### src/rtl/dsgc_pkg.sv
// ----------------------------------------------------------------------------
// dsgc_pkg
// Shared types and constants of the degree sequence graphic check.
// ----------------------------------------------------------------------------
`default_nettype none

package dsgc_pkg;

  localparam int DEGREE_W       = 6;
  localparam int NUM_VERTICES_W = 7;
  localparam int VERDICT_W      = 2;

  localparam logic [NUM_VERTICES_W-1:0] NUM_VERTICES_RST = 7'd4;

  typedef enum logic [VERDICT_W-1:0] {
    VERDICT_OK   = 2'd0,
    VERDICT_ASYM = 2'd1,
    VERDICT_ODD  = 2'd2,
    VERDICT_EG   = 2'd3
  } verdict_t;

  // controller -> datapath
  typedef struct packed {
    logic load;       // store the incoming degree and its prefix sum
    logic sym_start;  // i <= 0
    logic sym_next;   // i <= i + 1
    logic eg_start;   // k <= 1
    logic eg_init;    // acc <= k(k-1), i <= k
    logic eg_add;     // acc += min(d[i], k), i <= i + 1
    logic k_next;     // k <= k + 1
    logic finish;     // clear running sum
  } dsgc_cmd_t;

  // datapath -> controller
  typedef struct packed {
    logic last;     // this word completes the sequence
    logic sym_ok;   // d[i] + d[N-1-i] == N-1
    logic sym_end;  // i == N-1
    logic sum_odd;
    logic i_end;    // i >= N
    logic eg_fail;  // prefix(k) > right side
    logic k_end;    // k == N
  } dsgc_status_t;

endpackage

`default_nettype wire

### src/rtl/dsgc_stream_if.sv
// ----------------------------------------------------------------------------
// dsgc_stream_if
// Valid/ready channels carrying degree words in and verdict words out.
// ----------------------------------------------------------------------------
`default_nettype none

interface dsgc_degree_if import dsgc_pkg::*; ();
  logic                valid;
  logic                ready;
  logic [DEGREE_W-1:0] degree;

  modport source (output valid, output degree, input ready);
  modport sink   (input valid, input degree, output ready);
endinterface

interface dsgc_verdict_if import dsgc_pkg::*; ();
  logic                 valid;
  logic                 ready;
  logic [VERDICT_W-1:0] verdict;

  modport source (output valid, output verdict, input ready);
  modport sink   (input valid, input verdict, output ready);
endinterface

`default_nettype wire

### src/rtl/dsgc_datapath.sv
// ----------------------------------------------------------------------------
// dsgc_datapath
// Degree and prefix-sum memories, length register, index counters and the
// right-side accumulator of the Erdos-Gallai check.
// ----------------------------------------------------------------------------
`default_nettype none

module dsgc_datapath import dsgc_pkg::*; #(
  parameter int MAX_VERTICES = 64
) (
  input  logic                      clk,
  input  logic                      rst,
  input  logic                      cfg_we,
  input  logic [NUM_VERTICES_W-1:0] cfg_wdata,
  input  logic [DEGREE_W-1:0]       degree,
  input  dsgc_cmd_t                 cmd,
  output dsgc_status_t              status
);

  localparam int AW = $clog2(MAX_VERTICES);
  localparam int CW = $clog2(MAX_VERTICES + 1);
  localparam int SW = $clog2(MAX_VERTICES * 63 + 1);
  localparam int RW = $clog2(MAX_VERTICES * MAX_VERTICES + MAX_VERTICES * 64 + 1);
  localparam int NW = (CW > NUM_VERTICES_W) ? CW : NUM_VERTICES_W;
  localparam int MW = (CW > DEGREE_W) ? CW : DEGREE_W;
  localparam int XW = (CW > DEGREE_W + 1) ? CW : DEGREE_W + 1;

  logic [NUM_VERTICES_W-1:0] num_vertices;
  logic [CW-1:0]             pos;
  logic [SW-1:0]             running_sum;
  logic [CW-1:0]             i;
  logic [CW-1:0]             k;
  logic [RW-1:0]             acc;

  logic [DEGREE_W-1:0] deg_mem    [MAX_VERTICES];
  logic [SW-1:0]       prefix_mem [MAX_VERTICES];
  logic [DEGREE_W-1:0] rd_a;
  logic [DEGREE_W-1:0] rd_b;
  logic [SW-1:0]       rd_p;

  logic [NW-1:0] nv_ext;
  logic [CW-1:0] n_eff;
  logic [CW-1:0] n_m1;
  logic [CW-1:0] pos_eff;
  logic [CW-1:0] km1;
  logic [CW-1:0] mirror;
  logic [SW-1:0] sum_next;
  logic [MW-1:0] cap;
  logic [XW-1:0] pair_sum;

  always_comb begin
    nv_ext = NW'(num_vertices);
    if (nv_ext == '0) begin
      n_eff = CW'(1);
    end else if (nv_ext > NW'(MAX_VERTICES)) begin
      n_eff = CW'(MAX_VERTICES);
    end else begin
      n_eff = CW'(nv_ext);
    end
    n_m1     = n_eff - CW'(1);
    pos_eff  = (pos >= n_eff) ? '0 : pos;
    km1      = k - CW'(1);
    mirror   = n_m1 - i;
    sum_next = running_sum + SW'(degree);
    cap      = (MW'(rd_a) < MW'(k)) ? MW'(rd_a) : MW'(k);
    pair_sum = XW'(rd_a) + XW'(rd_b);
  end

  always_comb begin
    status.last    = (pos_eff == n_m1);
    status.sym_ok  = (pair_sum == XW'(n_m1));
    status.sym_end = (i == n_m1);
    status.sum_odd = running_sum[0];
    status.i_end   = (i >= n_eff);
    status.eg_fail = (RW'(rd_p) > acc);
    status.k_end   = (k == n_eff);
  end

  always_ff @(posedge clk) begin
    if (rst) begin
      num_vertices <= NUM_VERTICES_RST;
      pos          <= '0;
      running_sum  <= '0;
    end else if (cfg_we) begin
      num_vertices <= cfg_wdata;
      pos          <= '0;
      running_sum  <= '0;
    end else begin
      if (cmd.load) begin
        running_sum <= sum_next;
        pos         <= status.last ? '0 : pos_eff + CW'(1);
      end
      if (cmd.finish) begin
        running_sum <= '0;
      end
    end
  end

  always_ff @(posedge clk) begin
    if (cmd.sym_start) begin
      i <= '0;
    end
    if (cmd.sym_next) begin
      i <= i + CW'(1);
    end
    if (cmd.eg_start) begin
      k <= CW'(1);
    end
    if (cmd.eg_init) begin
      acc <= RW'(k) * RW'(km1);
      i   <= k;
    end
    if (cmd.eg_add) begin
      acc <= acc + RW'(cap);
      i   <= i + CW'(1);
    end
    if (cmd.k_next) begin
      k <= k + CW'(1);
    end
  end

  always_ff @(posedge clk) begin
    if (cmd.load) begin
      deg_mem[pos_eff[AW-1:0]]    <= degree;
      prefix_mem[pos_eff[AW-1:0]] <= sum_next;
    end
    rd_a <= deg_mem[i[AW-1:0]];
    rd_b <= deg_mem[mirror[AW-1:0]];
    rd_p <= prefix_mem[km1[AW-1:0]];
  end

endmodule

`default_nettype wire

### src/rtl/dsgc_controller.sv
// ----------------------------------------------------------------------------
// dsgc_controller
// Sequences loading, the symmetry scan, the parity test and the Erdos-Gallai
// scan; holds the verdict output register.
// ----------------------------------------------------------------------------
`default_nettype none

module dsgc_controller import dsgc_pkg::*; (
  input  logic         clk,
  input  logic         rst,
  input  logic         in_valid,
  output logic         in_ready,
  output logic         out_valid,
  input  logic         out_ready,
  output verdict_t     verdict,
  output dsgc_cmd_t    cmd,
  input  dsgc_status_t status
);

  typedef enum logic [3:0] {
    S_IDLE,
    S_SYM_RD,
    S_SYM_CMP,
    S_PARITY,
    S_EG_INIT,
    S_EG_RD,
    S_EG_ADD,
    S_EG_CMP,
    S_EMIT
  } state_t;

  state_t   state;
  verdict_t result;
  logic     out_free;

  assign in_ready = (state == S_IDLE);
  assign out_free = !out_valid || out_ready;

  always_comb begin
    cmd = '0;
    case (state)
      S_IDLE: begin
        cmd.load      = in_valid;
        cmd.sym_start = in_valid && status.last;
      end
      S_SYM_CMP: begin
        cmd.sym_next = status.sym_ok && !status.sym_end;
      end
      S_PARITY: begin
        cmd.eg_start = !status.sum_odd;
      end
      S_EG_INIT: begin
        cmd.eg_init = 1'b1;
      end
      S_EG_ADD: begin
        cmd.eg_add = 1'b1;
      end
      S_EG_CMP: begin
        cmd.k_next = !status.eg_fail && !status.k_end;
      end
      S_EMIT: begin
        cmd.finish = out_free;
      end
      default: begin
        cmd = '0;
      end
    endcase
  end

  always_ff @(posedge clk) begin
    if (rst) begin
      state     <= S_IDLE;
      out_valid <= 1'b0;
      result    <= VERDICT_OK;
      verdict   <= VERDICT_OK;
    end else begin
      if (state == S_EMIT && out_free) begin
        out_valid <= 1'b1;
      end else if (out_ready) begin
        out_valid <= 1'b0;
      end
      case (state)
        S_IDLE: begin
          if (in_valid && status.last) begin
            state <= S_SYM_RD;
          end
        end
        S_SYM_RD: begin
          state <= S_SYM_CMP;
        end
        S_SYM_CMP: begin
          if (!status.sym_ok) begin
            result <= VERDICT_ASYM;
            state  <= S_EMIT;
          end else if (status.sym_end) begin
            state <= S_PARITY;
          end else begin
            state <= S_SYM_RD;
          end
        end
        S_PARITY: begin
          if (status.sum_odd) begin
            result <= VERDICT_ODD;
            state  <= S_EMIT;
          end else begin
            state <= S_EG_INIT;
          end
        end
        S_EG_INIT: begin
          state <= S_EG_RD;
        end
        S_EG_RD: begin
          state <= status.i_end ? S_EG_CMP : S_EG_ADD;
        end
        S_EG_ADD: begin
          state <= S_EG_RD;
        end
        S_EG_CMP: begin
          if (status.eg_fail) begin
            result <= VERDICT_EG;
            state  <= S_EMIT;
          end else if (status.k_end) begin
            result <= VERDICT_OK;
            state  <= S_EMIT;
          end else begin
            state <= S_EG_INIT;
          end
        end
        S_EMIT: begin
          if (out_free) begin
            verdict <= result;
            state   <= S_IDLE;
          end
        end
        default: begin
          state <= S_IDLE;
        end
      endcase
    end
  end

endmodule

`default_nettype wire

### src/rtl/degree_sequence_graphic_check.sv
// ----------------------------------------------------------------------------
// degree_sequence_graphic_check
// Erdos-Gallai graphic sequence test with a complement symmetry precondition.
//
// degrees : valid/ready sink, one 6-bit degree per word. N = cfg length,
//           saturated into 1..MAX_VERTICES.
// verdicts: valid/ready source, one 2-bit verdict per N degree words:
//           ok, not complement-symmetric, odd sum, inequality violated.
// cfg_we/cfg_wdata write the sequence length and drop a partial sequence.
// Degree words load at one per cycle while the controller is idle. After
// the last one the check runs: the symmetry scan reads and compares each
// vertex, the parity test follows, and the inequality for each k sets up
// k(k-1), adds min(d[i], k) for each i from k up and then compares; the
// verdict then moves to the output register. All scans step through the
// degree memory one entry at a time with a registered read in between, and
// the check ends early when one of its tests fails.
// The verdict sits in an output register; the next sequence loads while it
// waits. A new verdict waits in the controller until that register frees.
// Reset (rst, synchronous) sets the length to 4, empties the partial
// sequence and drops a pending verdict.
// ----------------------------------------------------------------------------
`default_nettype none

module degree_sequence_graphic_check import dsgc_pkg::*; #(
  parameter int MAX_VERTICES = 64
) (
  input  logic                      clk,
  input  logic                      rst,
  input  logic                      cfg_we,
  input  logic [NUM_VERTICES_W-1:0] cfg_wdata,
  dsgc_degree_if.sink               degrees,
  dsgc_verdict_if.source            verdicts
);

  dsgc_cmd_t    cmd;
  dsgc_status_t status;
  logic         in_ready;
  logic         out_valid;
  verdict_t     verdict;

  dsgc_controller u_ctrl (
    .clk       (clk),
    .rst       (rst),
    .in_valid  (degrees.valid),
    .in_ready  (in_ready),
    .out_valid (out_valid),
    .out_ready (verdicts.ready),
    .verdict   (verdict),
    .cmd       (cmd),
    .status    (status)
  );

  dsgc_datapath #(
    .MAX_VERTICES (MAX_VERTICES)
  ) u_dp (
    .clk       (clk),
    .rst       (rst),
    .cfg_we    (cfg_we),
    .cfg_wdata (cfg_wdata),
    .degree    (degrees.degree),
    .cmd       (cmd),
    .status    (status)
  );

  assign degrees.ready    = in_ready;
  assign verdicts.valid   = out_valid;
  assign verdicts.verdict = verdict;

endmodule

`default_nettype wire

### src/flat_wrapper.sv
// flat-port wrapper written by rule: the top's interface ports become plain ports
module degree_sequence_graphic_check_flat import dsgc_pkg::*;
#(
  parameter int MAX_VERTICES = 64
)
  (clk, rst, cfg_we, cfg_wdata, degrees_valid, degrees_degree, degrees_ready, verdicts_valid, verdicts_verdict, verdicts_ready);
  dsgc_degree_if degrees_i ();
  dsgc_verdict_if verdicts_i ();
  input  logic clk;
  input  logic rst;
  input  logic cfg_we;
  input  logic [NUM_VERTICES_W-1:0] cfg_wdata;
  input wire logic [$bits(degrees_i.valid)-1:0] degrees_valid;
  input wire logic [$bits(degrees_i.degree)-1:0] degrees_degree;
  output wire logic [$bits(degrees_i.ready)-1:0] degrees_ready;
  output wire logic [$bits(verdicts_i.valid)-1:0] verdicts_valid;
  output wire logic [$bits(verdicts_i.verdict)-1:0] verdicts_verdict;
  input wire logic [$bits(verdicts_i.ready)-1:0] verdicts_ready;
  assign degrees_i.valid = degrees_valid;
  assign degrees_i.degree = degrees_degree;
  assign degrees_ready = degrees_i.ready;
  assign verdicts_valid = verdicts_i.valid;
  assign verdicts_verdict = verdicts_i.verdict;
  assign verdicts_i.ready = verdicts_ready;
  degree_sequence_graphic_check #(.MAX_VERTICES(MAX_VERTICES)) u_core (.clk(clk), .rst(rst), .cfg_we(cfg_we), .cfg_wdata(cfg_wdata), .degrees(degrees_i), .verdicts(verdicts_i));
endmodule
### config.mk
export PLATFORM = sky130hd
export DESIGN_NAME = degree_sequence_graphic_check_flat
export DESIGN_NICKNAME = d
export VERILOG_FILES = /design/src/rtl/dsgc_pkg.sv /design/src/rtl/dsgc_stream_if.sv /design/src/rtl/dsgc_datapath.sv /design/src/rtl/dsgc_controller.sv /design/src/rtl/degree_sequence_graphic_check.sv /design/src/flat_wrapper.sv
export SDC_FILE = /design/constraint.sdc
export NUM_CORES = 2
export LEC_CHECK = 0
export CAP_MARGIN = 20
export CORE_ASPECT_RATIO = 1.25
export CORE_MARGIN = 2
export CORE_UTILIZATION = 35
export CTS_BUF_LIST = sky130_fd_sc_hd__clkbuf_8
export CTS_CLUSTER_SIZE = 25
export DETAILED_ROUTE_END_ITERATION = 7
export DONT_BUFFER_PORTS = 1
export GPL_TIMING_DRIVEN = 0
export PLACE_DENSITY_LB_ADDON = 0.25
export SYNTH_ARGS = -nofsm -noshare
export SYNTH_HDL_FRONTEND = slang
export SYNTH_SLANG_ARGS = --single-unit
### constraint.sdc
create_clock -name clk -period 7.2 [get_ports clk]
set_input_delay 0.36 -clock clk [delete_from_list [all_inputs] [get_ports clk]]
set_output_delay 0.36 -clock clk [all_outputs]
set_load 0.01 [all_outputs]
==> impl_metrics.py <==
metrics = {
    "status": {
        "outcome": "finished, final reports clean",
    },
    "clock_tree": {
        "path_clk_slew_ps": 70,
        "cts_buffer_depth": 3,
        "cts_setup_buffers": 0,
        "cts_tree": "built",
        "numClockSinks": 1239,
        "cts_root_buf": "clkbuf_8",
        "clock_latency_ps": 890,
        "htreeDepth": 4,
        "cts_made_buffers": 185,
    },
    "global_routing": {
        "grt_pass1_vias": 30021,
        "grt_max_degree": 66,
        "antenna_found_initial": 8,
        "grt_overflow": 0,
        "grtUsageTotal_pct": 19.78,
        "grt_pass1_wl_um": 221600,
    },
    "drt": {
        "vias_per_cell": 5.591,
        "finalWirelength_um": 156500,
        "ant_nets": 0,
        "drt_iter0_markers": 2994,
        "wl_per_cell_um": 30.10,
        "first_pass_iters": 5,
        "vias": 29067,
        "drcViolationCount": 0,
    },
    "power_and_ir_drop": {
        "ir_drop_uv": 181.7,
        "p_per_area_nw_per_um2": 240.3,
        "p_leak_nw": 19.91,
    },
    "cells_and_area": {
        "syn2layout_area_growth_pct": 15.11,
        "nets": 3145,
        "drive_above_1_share_pct": 30.68,
        "utilization_pct": 40.59,
    },
    "setup_path": {
        "critical_path_class": "flip-flop to flip-flop",
        "arrival_ps": 7660,
        "crit_required_ps": 7940,
        "crit_fanout": 10,
        "worstSetupEndpointType": "flip-flop",
        "critPathLaunchType": "flip-flop",
    },
    "synth": {
        "seq_area_frac_synth_pct": 67.38,
        "yosysUniqueCellTypes": 74,
        "syn_inst": 2724,
        "synth_area_um2": 54340,
        "synth_compound_area_share_pct": 2.061,
        "synth_mux_area_share_pct": 21.23,
        "async_flop_share_pct": 0,
        "synthSimpleGateAreaFrac_pct": 3.187,
        "synth_top_family_by_area": "multiplexers",
        "synthFlopType": "edfxtp_1",
        "ys_warn_count": 0,
        "synthAdderAreaFrac_pct": 3.297,
        "synth_edf_count": 1180,
        "synth_nets": 2869,
        "ys_ff_latch": 1239,
        "avgSynthCellArea_um2": 19.95,
        "synth_xor_area_share_pct": 1.128,
    },
    "die": {
        "core-area_um2": 154100,
        "die_w_um": 356.4,
        "start_util_pct": 35.26,
        "die_area_um2": 158500,
        "rows": 161,
        "boundaryPins": 22,
        "dieHeight_um": 444.5,
    },
    "place": {
        "dp_hpwl_um": 110100,
        "port_buffers": 0,
        "dp_slack_ps": -1407,
        "routabilityCongestion": 0.8994,
    },
    "sta": {
        "tightest_slew_ps": 1146,
        "fmax_ghz": 0.1445,
        "slew_viol_final": 0,
        "final.setup.worst_slack_ps": 280.8,
        "min_period_over_period_pct": 96.10,
        "finalHoldViolations": 0,
        "setup_viol": 0,
        "whs_ps": 117.7,
        "relSlewSlack_pct": 23.63,
        "rsz0062_at_grt": "no",
        "post-route-min-period_ps": 6919,
        "finClkSkew_ps": 48.03,
    },
    "job": {
        "maxCapViolCount": 0,
    },
    "hold_path": {
        "min_path_type": "input port to flip-flop",
    },
}
## repair_timing
action / CTS / global route
hold buffers: 28 / 0
setup endpoints to repair: 9 / 5
gates resized for setup: 7 / 10
endpoints found under the hold margin: 403 / 0
## power by group
part | switching [mW] | leakage, nW | internal, mW
Combinational | 0.822 | 6.70 | 0.560
Clock | 2.77 | 2.02 | 2.90
Sequential | 0.0202 | 11.2 | 7.96
## worst paths after layout
| kind | start | end | slack (ps) | cells past startpoint |
|---|---|---|---|---|
| max | u_core.u_dp.i[1] | u_core.u_dp.rd_b[2] | 280 | 11 |
| min | cfg_we | u_core.u_dp.num_vertices[6] | 120 | 3 |
| max reg2reg | u_core.u_dp.i[1] | u_core.u_dp.rd_b[2] | 280 | 11 |
| min reg2reg | u_core.u_dp.running_sum[5] | u_core.u_dp.running_sum[5] | 470 | 2 |
## area by class of cell
cell class / instances / area [µm²]
fillers: 13607 / 91550
clock buffers: 195 / 2684
plain buffers: 155 / 651.9
inverters: 72 / 270.3
well taps: 2037 / 2549
diodes: 7 / 17.52
repair buffers: 94 / 1609
flip-flops and latches: 1239 / 36620
multi-input cells: 1253 / 17250
clock inverters: 147 / 910.9
## metrics by stage
step                power (mW)  std cells  cell area (µm²)  setup TNS [ps]
floorplan                8.930       2724            54340               0
global placement         9.369       4761            56890           -8210
detailed placement       9.422       4820            58470           -9179
CTS                      15.11       5185            62450               0
global route             15.48       5196            62550               0
finish                   15.03       5199            62560               0
## critical path: stages, from the launching register on
cell	delay (ps)
edfxtp_1	470
clkbuf_1	640
clkbuf_1	610
clkbuf_1	630
inv_1	200
fa_1	580
clkbuf_1	420
buf_1	720
clkbuf_1	860
mux4_2	530
mux4_2	530
mux4_2	540
## routing by layer
| metal | GRT usage, % | up-vias | share of wire (%) |
|---|---|---|---|
| met1 | 24.24 | 15700 | 38 |
| met2 | 34.53 | 1194 | 52 |
| li1 | - | 11904 | - |
| met4 | 6.631 | 0 | 3.3 |
| met5 | 0 | - | 0 |
| met3 | 4.258 | 269 | 7.1 |
## synthesized netlist by cell type, types with 4 or more instances
master    number  area (µm²)
nand2_1       70       262.8
a211o_1        4       35.03
or3_1          4       25.02
o21ai_0       20       100.1
or2_2          7       43.79
nand4_1        8       50.05
dfxtp_1       59        1181
clkbuf_1     106       397.9
buf_1         13       48.80
a31oi_1        6       37.54
edfxtp_1    1180       35430
mux2i_1       12       120.1
mux4_2       504       11350
nor3_1        21       105.1
nand2b_1      15       93.84
nor2b_1       15       93.84
nand3b_1       6       45.04
inv_1         66       247.7
a22oi_1        4       30.03
fa_1          27       540.5
and2_1         4       25.02
a21o_1        18       135.1
and3_1         8       50.05
nand4b_1       4       35.03
xor2_1        26       227.7
o21ai_1        7       35.03
buf_2         40       200.2
nand3_1       28       140.1
nor2_1       156       585.6
o211ai_1       7       52.55
a21oi_1       49       245.2
a211oi_1       7       52.55
mux2_2         6       67.56
ha_1         100        1251
nor4_1         6       37.54
xnor2_1       44       385.4
inv_2          4       15.01
o21bai_1       8       60.06
## cells in the final DEF (no fill, tap or decap), types with 8 or more instances in the layout
cell type and instances:
nor2_1 91, nor2b_1 15, edfxtp_1 1180, nor2_2 35, nand2_1 70, mux2i_1 12, nand3_1 28, fa_1 27
o21bai_1 8, nand4_1 8, buf_16 25, clkbuf_1 96, clkbuf_8 195, clkinv_1 55, buf_12 9, dfxtp_1 59
dlygate4sd3_1 22, xnor2_1 40, nand2b_1 15, buf_2 43, buf_8 30, and3_1 8, xor2_1 21, nor3_1 21
a21o_1 18, mux4_2 504, ha_1 95, bufinv_16 11, o21ai_0 20, a21oi_1 49, buf_1 12, clkinv_2 22
inv_1 116, nor2_4 30
## cell families (layout without fill, tap and decap cells)
family / count (synthesis) / count (layout)
flip-flops: 1239 / 1239
multiplexers: 522 / 522
buffers and inverters: 232 / 663
AND/OR/NAND/NOR: 367 / 367
adder cells (fa/ha/maj): 127 / 127
other: 1 / 8
XOR/XNOR: 70 / 70
AO/OA/AOI/OAI: 166 / 166
## flip-flops by register name (all words and copies together) (netlist names), 7 cells and up
register,count
u_core.u_dp.acc,14
u_core.u_dp.deg_mem,384
u_core.u_dp.i,7
u_core.u_dp.k,7
u_core.u_dp.num_vertices,7
u_core.u_dp.pos,7
u_core.u_dp.prefix_mem,768
u_core.u_dp.rd_p,12
u_core.u_dp.running_sum,12
(Power assumes the default switching activity.)
